--- src/rtl/core/atm_spc_pkg.sv ---
// Types and constants of the ATM shaper parameter calculator
package atm_spc_pkg;

    localparam int DIVIDEND_W = 30;
    localparam int DIVISOR_W  = 24;
    localparam int CFG_DATA_W = 32;

    typedef enum logic [2:0] {
        REG_BUS_CLOCK_HZ   = 3'd0,
        REG_TIME_STEP      = 3'd1,
        REG_INTERVAL_LIMIT = 3'd2,
        REG_WFQ_LIMIT      = 3'd3,
        REG_RATE_FLOOR     = 3'd4,
        REG_BURST_LIMIT    = 3'd5,
        REG_WFQ_BYPASS     = 3'd6
    } cfg_reg_t;

    typedef enum logic [2:0] {
        CLASS_CBR     = 3'd0,
        CLASS_VBR_RT  = 3'd1,
        CLASS_VBR_NRT = 3'd2,
        CLASS_UBR_P   = 3'd3,
        CLASS_UBR     = 3'd4
    } service_class_t;

    typedef struct packed {
        logic [2:0]  service_class;
        logic [23:0] peak_rate;
        logic [23:0] min_rate;
        logic [23:0] sustained_rate;
        logic [15:0] max_burst;
        logic        clp_option;
        logic [3:0]  queue_index;
    } in_word_t;

    typedef struct packed {
        logic [3:0]  queue_out;
        logic [15:0] peak_interval;
        logic [14:0] wfq_factor;
        logic        vbr_clp;
        logic [15:0] sustained_interval;
        logic [15:0] burst_tolerance;
    } out_word_t;

endpackage

--- src/rtl/core/atm_spc_div.sv ---
// Pipelined restoring divider, one quotient bit per stage
module atm_spc_div (
    input  logic                                clk,
    input  logic                                en,
    input  logic [atm_spc_pkg::DIVIDEND_W-1:0]  dividend,
    input  logic [atm_spc_pkg::DIVISOR_W-1:0]   divisor,
    output logic [atm_spc_pkg::DIVIDEND_W-1:0]  quotient
);

    localparam int NW = atm_spc_pkg::DIVIDEND_W;
    localparam int VW = atm_spc_pkg::DIVISOR_W;

    logic [VW-1:0] rem_reg [NW];
    logic [NW-1:0] dq_reg  [NW];
    logic [VW-1:0] dv_reg  [NW];

    genvar s;
    generate
        for (s = 0; s < NW; s++)
        begin : g_stage
            logic [VW-1:0] rem_in;
            logic [NW-1:0] dq_in;
            logic [VW-1:0] dv_in;
            logic [VW:0]   trial;
            logic [VW:0]   diff;
            logic          qbit;

            if (s == 0)
            begin : g_first
                assign rem_in = '0;
                assign dq_in  = dividend;
                assign dv_in  = divisor;
            end
            else
            begin : g_next
                assign rem_in = rem_reg[s-1];
                assign dq_in  = dq_reg[s-1];
                assign dv_in  = dv_reg[s-1];
            end

            // shift in the next dividend bit, subtract when it fits
            assign trial = {rem_in, dq_in[NW-1]};
            assign diff  = trial - {1'b0, dv_in};
            assign qbit  = (trial >= {1'b0, dv_in});

            always_ff @(posedge clk)
            begin
                if (en)
                begin
                    rem_reg[s] <= qbit ? diff[VW-1:0] : trial[VW-1:0];
                    dq_reg[s]  <= {dq_in[NW-2:0], qbit};
                    dv_reg[s]  <= dv_in;
                end
            end
        end
    endgenerate

    assign quotient = dq_reg[NW-1];

endmodule

--- config.mk ---
export PLATFORM = sky130hd
export DESIGN_NAME = atm_spc_div
export DESIGN_NICKNAME = d
export VERILOG_FILES = /design/src/rtl/core/atm_spc_pkg.sv /design/src/rtl/core/atm_spc_div.sv
export SDC_FILE = /design/constraint.sdc
export NUM_CORES = 2
export LEC_CHECK = 0
export ABC_CLOCK_PERIOD_IN_PS = 3300
export BUFFER_PORTS_ARGS = -buffer_cell sky130_fd_sc_hd__clkbuf_2
export CAP_MARGIN = 20
export CORE_ASPECT_RATIO = 0.9
export CORE_MARGIN = 8
export CORE_UTILIZATION = 45
export DETAILED_ROUTE_END_ITERATION = 10
export HOLD_SLACK_MARGIN = 0.15
export PLACE_DENSITY = 0.63
export SLEW_MARGIN = 20
export SYNTH_ARGS = -nofsm -noshare
export SYNTH_HDL_FRONTEND = slang
export SYNTH_SLANG_ARGS = --single-unit
--- constraint.sdc ---
create_clock -name clk -period 3.3 [get_ports clk]
set_clock_uncertainty 0.05 [all_clocks]
set_input_delay 0.495 -clock clk [delete_from_list [all_inputs] [get_ports clk]]
set_output_delay 0.495 -clock clk [all_outputs]
set_load 0.03 [all_outputs]
==> impl_metrics.env <==
export IMPL_critPathArrivalTime_ps=4060
export IMPL_peakVddDrop_mv=0.4871
export IMPL_setup_slack_ps=-186.8
export IMPL_wl_um=245300
export IMPL_reg2reg_from="rem_reg[5][0]"
export IMPL_drt_initial_drc_count=5330
export IMPL_yosys_top_cells_area="edfxtp_1 61%, ha_1 7.8%, mux2_2 3.3%"
export IMPL_synthFlopType="edfxtp_1"
export IMPL_slowest_stage="edfxtp_1"
export IMPL_syn_area_um2=112200
export IMPL_clock_tree_buffer_depth=4
export IMPL_synth_nets=9521
export IMPL_violations="negative setup slack"
export IMPL_synth_edf_count=2292
export IMPL_r2r_cells=12
export IMPL_route_detailed_drc=0
export IMPL_grt_usage=0.1775
export IMPL_max_cap_viol_count=0
export IMPL_end_kind="flop"
export IMPL_htree_num_levels=4
export IMPL_syn_area_per_cell_um2=12.83
export IMPL_grt_pass1_wl_um=381700
export IMPL_synth_top_area_frac=0.6136
export IMPL_dpl_cell_area_um2=121500
export IMPL_p_int_mw=85.91
export IMPL_syn_inst=8739
export IMPL_core_um2=248800
export IMPL_path_class="reg -> reg"
export IMPL_start_kind="flop"
export IMPL_grt_pass1_vias=69740
export IMPL_dp_slack_ps=-331.9
export IMPL_drive_above_1_share=0.1805
export IMPL_worstPathCellList="ha_4 -> nor2b_4 -> o31a_1 -> o311ai_4 -> o211ai_1 -> a31oi_2 -> o31ai_2 -> a211o_1 -> a311oi_4 -> buf_4 -> buf_12 -> mux2_4"
export IMPL_final_nets=10430
export IMPL_rrSetupSlack_ps=-190
export IMPL_hold_viol=0
export IMPL_clkLatencyLatePin_ps=910
export IMPL_timing_rr_end="rem_reg[6][6]"
export IMPL_dieArea_um2=265500
export IMPL_cts_root_buffer="clkbuf_16"
export IMPL_required_ps=3870
export IMPL_swShare=0.3422
export IMPL_fin_crit_sh=1.057
export IMPL_hold_depth=2
export IMPL_syn2layout_area_growth_pct=18.19
export IMPL_clockPowerShare=0.214
export IMPL_post_route_min_period_ps=3487
export IMPL_worst_slew_pin_slew_ps=767.9
export IMPL_yosysTopAreaCell="edfxtp_1"
export IMPL_power_density_nw_per_um2=985.2
export IMPL_rsz0062_at_grt="yes"
export IMPL_hold_ws_ps=269.7
export IMPL_comb_power_share=0.441
export IMPL_cts_buffers=248
export IMPL_synth_commonest_cells="2,292 x edfxtp_1, 894 x inv_1, 698 x ha_1, 677 x a21oi_1, 563 x nor2_1"
export IMPL_yosysMostFrequentCell="edfxtp_1"
export IMPL_cpPeakStageDelay_ps=420
export IMPL_cts_tree="yes"
export IMPL_placement_io_buffers=85
export IMPL_pwr_share_seq=0.345
export IMPL_ys_types=90
export IMPL_ys_seq_area_frac=0.6136
export IMPL_clkTransAtPathRegs_ps=60
export IMPL_clkSinkCount=2292
export IMPL_die_x_um=542.2
export IMPL_leakage_nw=52.93
export IMPL_min_path_type="in -> reg"
export IMPL_pin_count=86
export IMPL_synthArstFlopShare=0
export IMPL_wl_per_cell_um=18.59
export IMPL_power_switching_mw=44.69
export IMPL_setup_viol=38
export IMPL_cp_max_fo=12
export IMPL_row_count=174
export IMPL_hold_end="dq_reg[0][29]"
export IMPL_globalRouteOverflowTotal=0
export IMPL_vias_per_cell=5.337
export IMPL_ant_nets=0
export IMPL_hp_start="dividend[28]"
export IMPL_initial_utilization=0.4507
export IMPL_grt_antenna_before_repair=2
export IMPL_die_h_um=489.6
export IMPL_grt_max_degree=131
export IMPL_place_congestion=0.9026
export IMPL_ys_warn_count=0
export IMPL_synth_seq_cells=2292
export IMPL_vias=70430
export IMPL_place_hpwl_um=175200
export IMPL_report_final_slew_viol_count=0
export IMPL_final_area_um2=132600
export IMPL_max_slew_margin=0.4881
export IMPL_largest_register_ff_count=900
export IMPL_first_pass_iters=6
export IMPL_max_clock_freq_ghz=0.2868
export IMPL_status="finished, violations left"
export IMPL_fillCellCount=20810
[final cells by class]
class,instances,area [µm²],share of cell area
clock inverters,177,1828,0.01379
multi-input cells,5389,40820,0.3079
diodes,1,2.502,0.00001888
inverters,895,3359,0.02534
clock buffers,277,6400,0.04828
repair buffers,820,7144,0.05390
flip-flops and latches,2292,68830,0.5192
well taps,3344,4184,0.03156
[critical path: cells and delay by family, from the launching register on]
family / cells / cell delay [ps]
compound gates: 7 / 1710
fa+ha+maj: 1 / 270
buf+inv: 2 / 330
flops: 1 / 420
mux: 1 / 310
simple gates: 1 / 120
[metrics by stage]
| step | std cells | utilization | setup TNS (ps) | total power [mW] |
|---|---|---|---|---|
| global route | 13200 | 0.5327 | -8581 | 138.9 |
| global placement | 12600 | 0.4882 | -22780 | 97.64 |
| CTS | 13150 | 0.5272 | -6243 | 129.3 |
| floorplan | 8739 | - | -128.8 | 81.58 |
| detailed placement | 12600 | 0.4882 | -34360 | 98.73 |
| finish | 13200 | 0.5327 | -3871 | 130.6 |
[layout by cell type (no fill, tap or decap), types with 30 or more instances in the layout]
cell type      netlist  layout
inv_1              894     889
o21ai_1              2      30
a21oi_1            677     642
nand2_1            409     407
a211oi_1            55      45
o21bai_1            56      55
dlygate4sd3_1        0      55
xnor2_1            304     304
o21ai_0            397     355
clkinv_2             0      52
o21a_1             127     126
nor3_1              98      91
a31oi_1             72      61
o31a_1              33      33
a21boi_0            47      36
bufinv_16            0      34
o31ai_1             69      50
mux2_4              17      44
a21o_1             258     257
clkbuf_16            0     258
mux2i_1             36      36
buf_4                1     594
nand3_1            132     130
ha_1               698     681
a21oi_2              0      33
xor2_1             185     185
nand2b_1            86      86
clkbuf_2             0      84
nand4_1             92      92
clkinv_1             1      49
nor2_1             563     557
edfxtp_1          2292    2292
or3_1               36      35
buf_12               0      58
mux2_2             332     305
nor2b_1            109     100
and3_1              62      61
[routing by layer]
metal / GRT usage / vias to the layer above / share of wire
met5: 0 / - / 0
met4: 0.05212 / 0 / 0.029
met3: 0.02497 / 447 / 0.047
met2: 0.3015 / 1607 / 0.48
met1: 0.2384 / 34040 / 0.45
li1: - / 34330 / -
[timing repair]
action,in CTS,in global routing
setup buffers,34,40
endpoints found under the hold margin,81,0
resized for setup,109,219
gates cloned,10,8
endpoints found under the setup margin,343,560
pin swaps,35,85
hold buffers,55,0
[how the worst max path moves through the flow]
| stage | startpoint | endpoint | slack [ps] | cells past startpoint |
|---|---|---|---|---|
| after floorplan | dv_reg[5][1] | rem_reg[6][10] | -9 | 12 |
| after detailed placement | rem_reg[5][0] | rem_reg[6][2] | -330 | 11 |
| after global placement | rem_reg[5][0] | rem_reg[6][2] | -270 | 11 |
| final | rem_reg[5][0] | rem_reg[6][6] | -190 | 12 |
| after CTS | rem_reg[9][5] | rem_reg[10][15] | -210 | 12 |
| after global routing | dv_reg[5][1] | rem_reg[6][15] | -300 | 13 |
[power groups by stage]
stage                     combinational (mW)  sequential (mW)  clock, mW
after floorplan                         38.0             43.6          0
after global placement                  51.9             45.8          0
after detailed placement                53.0             45.8          0
after CTS                               55.2             45.2       28.9
after global routing                    63.3             45.7       29.9
final                                   57.5             45.1       28.0
[cell families after synthesis]
| group | share of synthesized area |
|---|---|
| AO/OA/AOI/OAI | 0.1170 |
| XOR/XNOR | 0.03819 |
| adder cells (fa/ha/maj) | 0.08286 |
| buffers and inverters | 0.03589 |
| flip-flops | 0.6136 |
| multiplexers | 0.03882 |
| AND/OR/NAND/NOR | 0.07362 |
(Power assumes the default switching activity.)
